### config.mk
export PLATFORM = sky130hd
export DESIGN_NAME = upload_render_overlap_scheduler_top_flat
export DESIGN_NICKNAME = d
export VERILOG_FILES = /design/src/hw/rtl/uros_pkg.sv /design/src/hw/rtl/uros_if.sv /design/src/hw/rtl/upload_render_overlap_scheduler_top.sv /design/src/hw/rtl/uros_table.sv /design/src/hw/rtl/uros_ctrl.sv /design/src/flat_wrapper.sv
export SDC_FILE = /design/constraint.sdc
export NUM_CORES = 2
export LEC_CHECK = 0
export BUFFER_PORTS_ARGS = -buffer_cell sky130_fd_sc_hd__buf_4
export CORE_MARGIN = 2
export CORE_UTILIZATION = 45
export DETAILED_ROUTE_END_ITERATION = 7
export GPL_TIMING_DRIVEN = 0
export MAX_ROUTING_LAYER = met4
export PLACE_DENSITY = 0.66
export SETUP_SLACK_MARGIN = 0.2
export SYNTH_ARGS = -nofsm -noshare
export SYNTH_HDL_FRONTEND = slang
export SYNTH_SLANG_ARGS = --single-unit
### constraint.sdc
create_clock -name clk -period 3 [get_ports clk]
set_input_delay 0.3 -clock clk [delete_from_list [all_inputs] [get_ports clk]]
set_output_delay 0.3 -clock clk [all_outputs]
set_load 0.005 [all_outputs]
### src/hw/rtl/uros_pkg.sv
// Shared types and constants of the upload/render overlap scheduler.
`default_nettype none

package uros_pkg;

  localparam int MAX_GROUPS  = 64;
  localparam int VRAM_BLOCKS = 16384;

  localparam int IDX_W  = $clog2(MAX_GROUPS);
  localparam int CUR_W  = $clog2(MAX_GROUPS + 1);
  localparam int LO_W   = $clog2(VRAM_BLOCKS);
  localparam int HI_W   = $clog2(VRAM_BLOCKS + 1);
  localparam int CFG_IW = 1;
  localparam int CFG_DW = CUR_W;

  localparam logic [CFG_IW-1:0] REG_FIELD       = 1'd0;
  localparam logic [CFG_IW-1:0] REG_GROUP_COUNT = 1'd1;

  localparam logic [CUR_W-1:0] CUR_NONE = CUR_W'(MAX_GROUPS);

  typedef enum logic [1:0] {
    FUNC_LOAD,
    FUNC_START,
    FUNC_UPLOAD_DONE,
    FUNC_RENDER_DONE
  } func_t;

  typedef logic [CUR_W-1:0] cursor_t;
  typedef logic [IDX_W-1:0] idx_t;

  typedef struct packed {
    func_t             func;
    idx_t              entry_index;
    logic [1:0]        used_mask;
    logic [LO_W-1:0]   vram_start;
    logic [HI_W-1:0]   vram_end;
  } item_t;

  typedef struct packed {
    logic [1:0]      used;
    logic [LO_W-1:0] lo;
    logic [HI_W-1:0] hi;
  } entry_t;

  typedef struct packed {
    logic   we;
    idx_t   waddr;
    entry_t wdata;
    idx_t   raddr;
  } tbl_req_t;

  typedef struct packed {
    logic kick_upload;
    idx_t upload_group;
    logic kick_render;
    idx_t render_group;
    logic upload_valid;
    logic render_valid;
    logic upload_stalled;
    logic render_stalled;
  } result_t;

endpackage

`default_nettype wire

### src/hw/rtl/uros_if.sv
// Valid/ready channel interfaces for input items and results.
`default_nettype none

interface uros_item_if;
  logic                           valid;
  logic                           ready;
  uros_pkg::func_t                func;
  logic [uros_pkg::IDX_W-1:0]     entry_index;
  logic [1:0]                     used_mask;
  logic [uros_pkg::LO_W-1:0]      vram_start;
  logic [uros_pkg::HI_W-1:0]      vram_end;

  modport source (output valid, func, entry_index, used_mask, vram_start, vram_end,
                  input ready);
  modport sink (input valid, func, entry_index, used_mask, vram_start, vram_end,
                output ready);
endinterface

interface uros_result_if;
  logic                       valid;
  logic                       ready;
  logic                       kick_upload;
  logic [uros_pkg::IDX_W-1:0] upload_group;
  logic                       kick_render;
  logic [uros_pkg::IDX_W-1:0] render_group;
  logic                       upload_valid;
  logic                       render_valid;
  logic                       upload_stalled;
  logic                       render_stalled;

  modport source (output valid, kick_upload, upload_group, kick_render, render_group,
                  upload_valid, render_valid, upload_stalled, render_stalled,
                  input ready);
  modport sink (input valid, kick_upload, upload_group, kick_render, render_group,
                upload_valid, render_valid, upload_stalled, render_stalled,
                output ready);
endinterface

`default_nettype wire

### src/hw/rtl/upload_render_overlap_scheduler_top.sv
// Load/start items and done events on an invalid cursor go straight to the result;
// other done events first walk the table, then read both cursors' entries and decide.
// One item is in flight at a time: the next is taken once the result has moved into
// the output register, while the previous result may still wait there.
// Synchronous active-low reset clears cursors to none, wait flags and config registers
// to 0; the group table is not cleared.
`default_nettype none

module upload_render_overlap_scheduler_top (
  input  wire logic                          clk,
  input  wire logic                          rst_n,
  uros_item_if.sink                          in_ch,
  uros_result_if.source                      out_ch,
  input  wire logic                          cfg_we,
  input  wire logic [uros_pkg::CFG_IW-1:0]   cfg_index,
  input  wire logic [uros_pkg::CFG_DW-1:0]   cfg_wdata
);

  logic                     field_r;
  logic [uros_pkg::CUR_W-1:0] gcount_r;
  uros_pkg::cursor_t        list_len;

  uros_pkg::item_t          item;
  uros_pkg::tbl_req_t       tbl_req;
  uros_pkg::entry_t         tbl_rdata;
  uros_pkg::result_t        res;
  logic                     res_valid, res_taken;

  logic                     out_valid_r, out_valid_nxt;
  uros_pkg::result_t        out_r;

  always_ff @(posedge clk) begin
    if (!rst_n) begin
      field_r  <= 1'b0;
      gcount_r <= '0;
    end else if (cfg_we) begin
      unique case (cfg_index)
        uros_pkg::REG_FIELD:       field_r  <= cfg_wdata[0];
        uros_pkg::REG_GROUP_COUNT: gcount_r <= cfg_wdata;
        default: ;
      endcase
    end
  end

  assign list_len = (gcount_r > uros_pkg::CUR_NONE) ? uros_pkg::CUR_NONE : gcount_r;

  always_comb begin
    item.func        = in_ch.func;
    item.entry_index = in_ch.entry_index;
    item.used_mask   = in_ch.used_mask;
    item.vram_start  = in_ch.vram_start;
    item.vram_end    = in_ch.vram_end;
  end

  uros_table u_table (
    .clk   (clk),
    .req   (tbl_req),
    .rdata (tbl_rdata)
  );

  uros_ctrl u_ctrl (
    .clk       (clk),
    .rst_n     (rst_n),
    .in_valid  (in_ch.valid),
    .in_item   (item),
    .in_ready  (in_ch.ready),
    .cfg_field (field_r),
    .list_len  (list_len),
    .tbl_req   (tbl_req),
    .tbl_rdata (tbl_rdata),
    .res_valid (res_valid),
    .res       (res),
    .res_taken (res_taken)
  );

  // load the output register when it is empty or being drained
  assign res_taken = res_valid && (!out_valid_r || out_ch.ready);

  always_comb begin
    out_valid_nxt = out_valid_r;
    if (res_taken) begin
      out_valid_nxt = 1'b1;
    end else if (out_ch.ready) begin
      out_valid_nxt = 1'b0;
    end
  end

  always_ff @(posedge clk) begin
    if (!rst_n) begin
      out_valid_r <= 1'b0;
    end else begin
      out_valid_r <= out_valid_nxt;
    end
    if (res_taken) begin
      out_r <= res;
    end
  end

  assign out_ch.valid          = out_valid_r;
  assign out_ch.kick_upload    = out_r.kick_upload;
  assign out_ch.upload_group   = out_r.upload_group;
  assign out_ch.kick_render    = out_r.kick_render;
  assign out_ch.render_group   = out_r.render_group;
  assign out_ch.upload_valid   = out_r.upload_valid;
  assign out_ch.render_valid   = out_r.render_valid;
  assign out_ch.upload_stalled = out_r.upload_stalled;
  assign out_ch.render_stalled = out_r.render_stalled;

endmodule

`default_nettype wire

### src/hw/rtl/uros_table.sv
// Group table memory: one write port, one read port with registered data.
`default_nettype none

module uros_table (
  input  wire logic               clk,
  input  wire uros_pkg::tbl_req_t req,
  output uros_pkg::entry_t        rdata
);

  uros_pkg::entry_t mem [uros_pkg::MAX_GROUPS];
  uros_pkg::entry_t rdata_r;

  always_ff @(posedge clk) begin
    if (req.we) begin
      mem[req.waddr] <= req.wdata;
    end
    rdata_r <= mem[req.raddr];
  end

  assign rdata = rdata_r;

endmodule

`default_nettype wire

### src/hw/rtl/uros_ctrl.sv
// Sequencer: cursor walk over the table, range reads and engine kick decision.
`default_nettype none

module uros_ctrl (
  input  wire logic                    clk,
  input  wire logic                    rst_n,
  input  wire logic                    in_valid,
  input  wire uros_pkg::item_t         in_item,
  output logic                         in_ready,
  input  wire logic                    cfg_field,
  input  wire uros_pkg::cursor_t       list_len,
  output uros_pkg::tbl_req_t           tbl_req,
  input  wire uros_pkg::entry_t        tbl_rdata,
  output logic                         res_valid,
  output uros_pkg::result_t            res,
  input  wire logic                    res_taken
);

  typedef enum logic [2:0] {
    S_IDLE,
    S_WALK,
    S_RD_U,
    S_RD_R,
    S_DECIDE,
    S_RESULT
  } state_t;

  state_t                    state_r, state_nxt;
  uros_pkg::func_t           func_r, func_nxt;
  uros_pkg::cursor_t         ucur_r, ucur_nxt;
  uros_pkg::cursor_t         rcur_r, rcur_nxt;
  logic                      uwait_r, uwait_nxt;
  logic                      rwait_r, rwait_nxt;
  logic                      su_r, su_nxt;
  logic                      sr_r, sr_nxt;
  uros_pkg::cursor_t         issue_r, issue_nxt;
  uros_pkg::cursor_t         chk_r, chk_nxt;
  logic                      chk_vld_r, chk_vld_nxt;
  logic [uros_pkg::LO_W-1:0] ulo_r, ulo_nxt;
  logic [uros_pkg::HI_W-1:0] uhi_r, uhi_nxt;

  logic                      uv, rv, noconf;
  logic                      load_ok, start_ok;
  logic                      walk_end, walk_hit;
  uros_pkg::cursor_t         walk_pos;
  uros_pkg::entry_t          load_entry;

  assign uv = ucur_r < uros_pkg::CUR_NONE;
  assign rv = rcur_r < uros_pkg::CUR_NONE;
  // rdata holds the render cursor's entry in S_DECIDE
  assign noconf = !(uv && rv) ||
                  ({1'b0, tbl_rdata.lo} >= uhi_r) ||
                  ({1'b0, ulo_r} >= tbl_rdata.hi);

  assign load_ok  = uros_pkg::CUR_W'(in_item.entry_index) < uros_pkg::CUR_NONE;
  assign start_ok = uros_pkg::CUR_W'(in_item.entry_index) < list_len;

  assign walk_end = chk_r >= list_len;
  assign walk_hit = tbl_rdata.used[~cfg_field];
  assign walk_pos = walk_end ? uros_pkg::CUR_NONE : chk_r;

  always_comb begin
    load_entry.used = in_item.used_mask;
    load_entry.lo   = (in_item.vram_start > uros_pkg::LO_W'(uros_pkg::VRAM_BLOCKS - 1)) ?
                      uros_pkg::LO_W'(uros_pkg::VRAM_BLOCKS - 1) : in_item.vram_start;
    load_entry.hi   = (in_item.vram_end > uros_pkg::HI_W'(uros_pkg::VRAM_BLOCKS)) ?
                      uros_pkg::HI_W'(uros_pkg::VRAM_BLOCKS) : in_item.vram_end;
  end

  always_comb begin
    state_nxt   = state_r;
    func_nxt    = func_r;
    ucur_nxt    = ucur_r;
    rcur_nxt    = rcur_r;
    uwait_nxt   = uwait_r;
    rwait_nxt   = rwait_r;
    su_nxt      = su_r;
    sr_nxt      = sr_r;
    issue_nxt   = issue_r;
    chk_nxt     = chk_r;
    chk_vld_nxt = chk_vld_r;
    ulo_nxt     = ulo_r;
    uhi_nxt     = uhi_r;

    tbl_req.we    = 1'b0;
    tbl_req.waddr = in_item.entry_index;
    tbl_req.wdata = load_entry;
    tbl_req.raddr = issue_r[uros_pkg::IDX_W-1:0];

    unique case (state_r)
      S_IDLE: begin
        if (in_valid) begin
          func_nxt  = in_item.func;
          su_nxt    = 1'b0;
          sr_nxt    = 1'b0;
          state_nxt = S_RESULT;
          unique case (in_item.func)
            uros_pkg::FUNC_LOAD: begin
              tbl_req.we = load_ok;
            end
            uros_pkg::FUNC_START: begin
              uwait_nxt = 1'b0;
              if (start_ok) begin
                ucur_nxt  = uros_pkg::CUR_W'(in_item.entry_index);
                rcur_nxt  = uros_pkg::CUR_W'(in_item.entry_index);
                rwait_nxt = 1'b1;
                su_nxt    = 1'b1;
              end else begin
                ucur_nxt  = uros_pkg::CUR_NONE;
                rcur_nxt  = uros_pkg::CUR_NONE;
                rwait_nxt = 1'b0;
              end
            end
            uros_pkg::FUNC_UPLOAD_DONE: begin
              if (uv) begin
                issue_nxt   = ucur_r + uros_pkg::CUR_W'(1);
                chk_vld_nxt = 1'b0;
                state_nxt   = S_WALK;
              end
            end
            uros_pkg::FUNC_RENDER_DONE: begin
              if (rv) begin
                issue_nxt   = rcur_r + uros_pkg::CUR_W'(1);
                chk_vld_nxt = 1'b0;
                state_nxt   = S_WALK;
              end
            end
            default: ;
          endcase
        end
      end
      S_WALK: begin
        // one read issued per cycle; its data is checked in the next cycle
        chk_nxt     = issue_r;
        chk_vld_nxt = 1'b1;
        if (issue_r < list_len) begin
          issue_nxt = issue_r + uros_pkg::CUR_W'(1);
        end
        if (chk_vld_r && (walk_end || walk_hit)) begin
          if (func_r == uros_pkg::FUNC_UPLOAD_DONE) begin
            ucur_nxt = walk_pos;
          end else begin
            rcur_nxt = walk_pos;
          end
          state_nxt = S_RD_U;
        end
      end
      S_RD_U: begin
        tbl_req.raddr = ucur_r[uros_pkg::IDX_W-1:0];
        state_nxt     = S_RD_R;
      end
      S_RD_R: begin
        tbl_req.raddr = rcur_r[uros_pkg::IDX_W-1:0];
        ulo_nxt       = tbl_rdata.lo;
        uhi_nxt       = tbl_rdata.hi;
        state_nxt     = S_DECIDE;
      end
      S_DECIDE: begin
        state_nxt = S_RESULT;
        if (func_r == uros_pkg::FUNC_UPLOAD_DONE) begin
          if (uv) begin
            if (rwait_r) begin
              sr_nxt    = rv;
              rwait_nxt = 1'b0;
              su_nxt    = noconf;
              uwait_nxt = !noconf;
            end else begin
              uwait_nxt = 1'b1;
            end
          end else if (rwait_r) begin
            sr_nxt    = rv;
            rwait_nxt = 1'b0;
          end
        end else if (rv) begin
          if (uwait_r) begin
            if (rcur_r == ucur_r) begin
              su_nxt    = 1'b1;
              uwait_nxt = 1'b0;
              rwait_nxt = 1'b1;
            end else begin
              sr_nxt    = 1'b1;
              rwait_nxt = 1'b0;
              if (noconf) begin
                su_nxt    = uv;
                uwait_nxt = 1'b0;
              end
            end
          end else if (uv) begin
            rwait_nxt = 1'b1;
          end else begin
            sr_nxt    = 1'b1;
            rwait_nxt = 1'b0;
          end
        end
      end
      S_RESULT: begin
        if (res_taken) begin
          state_nxt = S_IDLE;
        end
      end
      default: state_nxt = S_IDLE;
    endcase
  end

  always_ff @(posedge clk) begin
    if (!rst_n) begin
      state_r   <= S_IDLE;
      ucur_r    <= uros_pkg::CUR_NONE;
      rcur_r    <= uros_pkg::CUR_NONE;
      uwait_r   <= 1'b0;
      rwait_r   <= 1'b0;
      chk_vld_r <= 1'b0;
    end else begin
      state_r   <= state_nxt;
      ucur_r    <= ucur_nxt;
      rcur_r    <= rcur_nxt;
      uwait_r   <= uwait_nxt;
      rwait_r   <= rwait_nxt;
      chk_vld_r <= chk_vld_nxt;
    end
    func_r  <= func_nxt;
    su_r    <= su_nxt;
    sr_r    <= sr_nxt;
    issue_r <= issue_nxt;
    chk_r   <= chk_nxt;
    ulo_r   <= ulo_nxt;
    uhi_r   <= uhi_nxt;
  end

  assign in_ready  = (state_r == S_IDLE);
  assign res_valid = (state_r == S_RESULT);

  always_comb begin
    res.kick_upload    = su_r;
    res.upload_group   = uv ? ucur_r[uros_pkg::IDX_W-1:0] : '0;
    res.kick_render    = sr_r;
    res.render_group   = rv ? rcur_r[uros_pkg::IDX_W-1:0] : '0;
    res.upload_valid   = uv;
    res.render_valid   = rv;
    res.upload_stalled = uwait_r;
    res.render_stalled = rwait_r;
  end

endmodule

`default_nettype wire
### src/flat_wrapper.sv
// flat-port wrapper written by rule: the top's interface ports become plain ports
module upload_render_overlap_scheduler_top_flat 
  (clk, rst_n, cfg_we, cfg_index, cfg_wdata, in_ch_valid, in_ch_func, in_ch_entry_index, in_ch_used_mask, in_ch_vram_start, in_ch_vram_end, in_ch_ready, out_ch_valid, out_ch_kick_upload, out_ch_upload_group, out_ch_kick_render, out_ch_render_group, out_ch_upload_valid, out_ch_render_valid, out_ch_upload_stalled, out_ch_render_stalled, out_ch_ready);
  uros_item_if in_ch_i ();
  uros_result_if out_ch_i ();
  input  wire logic clk;
  input  wire logic rst_n;
  input  wire logic cfg_we;
  input  wire logic [uros_pkg::CFG_IW-1:0] cfg_index;
  input  wire logic [uros_pkg::CFG_DW-1:0] cfg_wdata;
  input wire logic [$bits(in_ch_i.valid)-1:0] in_ch_valid;
  input wire logic [$bits(in_ch_i.func)-1:0] in_ch_func;
  input wire logic [$bits(in_ch_i.entry_index)-1:0] in_ch_entry_index;
  input wire logic [$bits(in_ch_i.used_mask)-1:0] in_ch_used_mask;
  input wire logic [$bits(in_ch_i.vram_start)-1:0] in_ch_vram_start;
  input wire logic [$bits(in_ch_i.vram_end)-1:0] in_ch_vram_end;
  output wire logic [$bits(in_ch_i.ready)-1:0] in_ch_ready;
  output wire logic [$bits(out_ch_i.valid)-1:0] out_ch_valid;
  output wire logic [$bits(out_ch_i.kick_upload)-1:0] out_ch_kick_upload;
  output wire logic [$bits(out_ch_i.upload_group)-1:0] out_ch_upload_group;
  output wire logic [$bits(out_ch_i.kick_render)-1:0] out_ch_kick_render;
  output wire logic [$bits(out_ch_i.render_group)-1:0] out_ch_render_group;
  output wire logic [$bits(out_ch_i.upload_valid)-1:0] out_ch_upload_valid;
  output wire logic [$bits(out_ch_i.render_valid)-1:0] out_ch_render_valid;
  output wire logic [$bits(out_ch_i.upload_stalled)-1:0] out_ch_upload_stalled;
  output wire logic [$bits(out_ch_i.render_stalled)-1:0] out_ch_render_stalled;
  input wire logic [$bits(out_ch_i.ready)-1:0] out_ch_ready;
  assign in_ch_i.valid = in_ch_valid;
  assign in_ch_i.func = in_ch_func;
  assign in_ch_i.entry_index = in_ch_entry_index;
  assign in_ch_i.used_mask = in_ch_used_mask;
  assign in_ch_i.vram_start = in_ch_vram_start;
  assign in_ch_i.vram_end = in_ch_vram_end;
  assign in_ch_ready = in_ch_i.ready;
  assign out_ch_valid = out_ch_i.valid;
  assign out_ch_kick_upload = out_ch_i.kick_upload;
  assign out_ch_upload_group = out_ch_i.upload_group;
  assign out_ch_kick_render = out_ch_i.kick_render;
  assign out_ch_render_group = out_ch_i.render_group;
  assign out_ch_upload_valid = out_ch_i.upload_valid;
  assign out_ch_render_valid = out_ch_i.render_valid;
  assign out_ch_upload_stalled = out_ch_i.upload_stalled;
  assign out_ch_render_stalled = out_ch_i.render_stalled;
  assign out_ch_i.ready = out_ch_ready;
  upload_render_overlap_scheduler_top u_core (.clk(clk), .rst_n(rst_n), .in_ch(in_ch_i), .out_ch(out_ch_i), .cfg_we(cfg_we), .cfg_index(cfg_index), .cfg_wdata(cfg_wdata));
endmodule
==> qor.txt <==
drt pass-1 iters - 6
GR Util All Layers - 26.8%
status - finished, violations left
crit path buf inv count - 5
RR Startpoint - u_core.u_ctrl.state_r[1]
Clock transition at path regs - 0.06 ns
Tot Pwr - 79.9 mW
Post-Synthesis Cell Area - 0.0833 mm2
Final Max Tran Viols - 0
Tmin final - 3.06 ns
CTS sink count - 2,109
nets@finish - 6,284
RSZ-0062 raised after global routing - true
VDD IR max - 0.557 mV
Starting DRT DRC Count - 7,066
TritonCTS clock tree - done
CP Data Arrival Time - 3.84 ns
initial cell density of the core - 45.4%
Area growth syn-to-layout - 22.6%
Crit. Startpoint - u_core.u_ctrl.state_r[1]
sw frac - 31.4%
worst slew pin tran - 1.41 ns
top_reg_cell synth - edfxtp_1
vias in the first global route - 49,400
Comb power frac - 26.7%
global-route wire length before repair - 349,000 um
P_int - 54.8 mW
Net Count, Synth - 5,701
fillcell total - 14,100
P_sw - 25.1 mW
Clock Latency Late Sink - 0.87 ns
FF-to-FF setup slack - -0.06 ns
CP Launch Type - flip-flop
Hold Path Sink - u_core.u_table.mem[42][2]
Max Cap Viol - 0
io pins - 72
Routed WL - 250,000 um
register area share after synthesis - 75.3%
top cells by area, synth - edfxtp_1 74%, nand2_1 6.0%, mux4_2 4.9%
setup ws final - -0.0587 ns
Core Box Area - 0.183 mm2
Die Span Y - 434 um
fin cells - 8,817
Detail Placement HPWL - 161,000 um
final hold violation count - 0
slowest stage delay, CP - 0.41 ns
CTS Buf Count - 201
Mapped Cells - 5,601
Leak - 34.3 nW
Clock Tree Buf Depth - 3
CP Cell Sequence - buf_6, nor2b_4, buf_6, buf_12, mux2_4, buf_2, nand3_2, clkbuf_2, o22ai_1, a21oi_2, nand2_1, a21oi_2
remaining antenna violation count - 0
crit path capture type - flip-flop
top cell types by occurrence after synthesis - 2,049 x edfxtp_1, 1,327 x nand2_1, 578 x nand3_1, 343 x a21oi_1, 182 x mux4_2
Unique masters post-synth - 67
violated checks - negative setup slack
hold path depth - 2
relative slew slack - 6.04%
Syn. warnings - 0
Min Hold Slack - 0.0617 ns
WL/cell - 28.4 um
top-count cell post-synth - edfxtp_1
# DRC - 0
Die X - 434 um
Critical Path RT - 3.78 ns
skew final - 0.0590 ns
Synth async-reset ratio - 0%
Period Utilization, post-route - 102%
Post-Place Cells - 8,198
pwr dens - 782 mW/mm2
min-delay src - in_ch_vram_end[2]
RePlAce Congestion - 1.01
reg2reg end - u_core.u_table.rdata[11]
clock share of power - 31.8%
Seq pwr share - 41.4%
post-synth top area share - 73.8%
CP Class - flip-flop to flip-flop
die outline area - 0.189 mm2
Slowest cell on crit path - mux2_4
# setup viols final - 9
# port buffers - 55
initial antenna violation count - 8
Seq cells post-synth - 2,109
grt ovf - 0
EDFF count, synth - 2,049
worst-path fanout max - 10
FF-to-FF path depth - 12
largest net degree at the start of global routing - 65
layout cell share with drive strength beyond 1 - 25.6%
Via density - 5.92
CTS H-Tree Depth - 4
root buf cell - clkbuf_16
fmax - 327 MHz
number of placement rows - 157
syn avg cell area - 14.9 um2
worst min-delay path class - input port to flip-flop
Synth area leader - edfxtp_1
Vias - 52,200
Top delay family on crit path - buffers and inverters
kinds of logic (layout without fill, tap and decap cells):
family / Yosys count / after routing / synth area share, %
and+or+nand+nor: 2257 / 2282 / 11.8
DFF: 2109 / 2109 / 75.3
adders and majority gates: 48 / 48 / 0.721
other: 0 / 3 / 0
muxes: 245 / 245 / 5.75
buffers and inverters: 381 / 1105 / 2.43
AOI/OAI and AO/OA: 549 / 549 / 3.94
xor gates and xnor gates: 12 / 12 / 0.126
routing by layer:
metal / GRT usage (%) / part of all wire [%] / vias to the layer above
met3: 5.59 / 11 / 496
met4: 11.7 / 4.5 / 0
met1: 35.5 / 38 / 26400
met5: - / 0 / -
li1: - / - / 22300
met2: 40.2 / 47 / 3024
final cells by class:
cell class | instances | area (um2) | share of cell area, %
buffer | 344 | 2730 | 2.68
sequential | 2109 | 62700 | 61.4
multi-input combinational | 3136 | 22200 | 21.8
tap | 2464 | 3080 | 3.02
inverter | 37 | 139 | 0.136
clock inverter | 123 | 1290 | 1.27
antenna | 3 | 7.51 | 0.00735
clock buffer | 246 | 5260 | 5.15
timing repair buffer | 355 | 4660 | 4.57
placed cells by master, fill, tap and decap left out, drive strengths merged, types with 11 or more instances in the layout:
cell	netlist	layout
nand2	1327	1327
edfxtp	2049	2049
nor2b	34	34
dfxtp	60	60
dlygate4sd3	0	44
and3	36	36
clkinv	0	91
o22ai	34	34
mux2i	52	52
nor3	68	68
nand3	578	578
a311o	30	30
a21o	12	12
nor4	64	64
inv	37	44
mux2	11	11
clkbuf	122	386
a31oi	36	36
bufinv	0	21
o21ai	21	21
mux4	182	182
buf	222	514
ha	48	48
a22o	19	19
a21oi	344	344
a32oi	31	31
nor2	122	147
worst max path at each step:
stage / end / slack (ns) / depth (start not counted)
2_1_floorplan: u_core.u_table.mem[12][0] / -0.29 / 6
3_3_place_gp: u_core.u_table.mem[18][8] / -3.47 / 3
3_5_place_dp: u_core.u_table.mem[18][11] / -1.79 / 6
4_1_cts: u_core.u_table.rdata[14] / -0.09 / 13
5_1_grt: u_core.u_table.rdata[29] / -0.12 / 15
6_report: u_core.u_table.rdata[11] / -0.06 / 12
stage by stage:
step	utilization [%]	setup TNS [ns]	cell area, um2	setup WS (ns)
floorplan	-	-333.15	83500	-0.293
global placement	47.4	-7682.74	87000	-3.47
detailed placement	48.6	-2266.08	89100	-1.79
CTS	54.1	-2.75	99200	-0.0888
global route	55.7	-1.97	102000	-0.125
finish	55.7	-0.251	102000	-0.0587
power groups by stage:
stage               clock network (mW)  registers (mW)  logic [mW]
floorplan                            0            33.6        9.64
global placement                     0            33.8        16.2
detailed placement                   0            33.7        16.6
CTS                               25.6            33.1        18.8
global route                      26.7            33.1        22.2
finish                            25.4            33.1        21.3
state kept, by name, summed over array words and instances (netlist names), 3 cells and up:
register	cells
u_core.u_ctrl.uhi_r	15
u_core.u_ctrl.issue_r	7
u_core.out_ch.render_group	6
u_core.u_ctrl.chk_r	7
u_core.u_ctrl.ucur_r	7
u_core.u_table.mem	1984
u_core.u_ctrl.ulo_r	14
u_core.out_ch.upload_group	6
u_core.u_ctrl.state_r	3
u_core.u_table.rdata	31
u_core.u_ctrl.rcur_r	7
u_core.gcount_r	7
timing repair:
action | in CTS | in global routing
pin swaps | 98 | 125
setup endpoints to repair | 2040 | 996
setup buffers | 96 | 64
hold buffers | 44 | 0
resized for setup | 444 | 431
endpoints found under the hold margin | 301 | 0
gates cloned | 26 | 13
(Power assumes the default switching activity.)
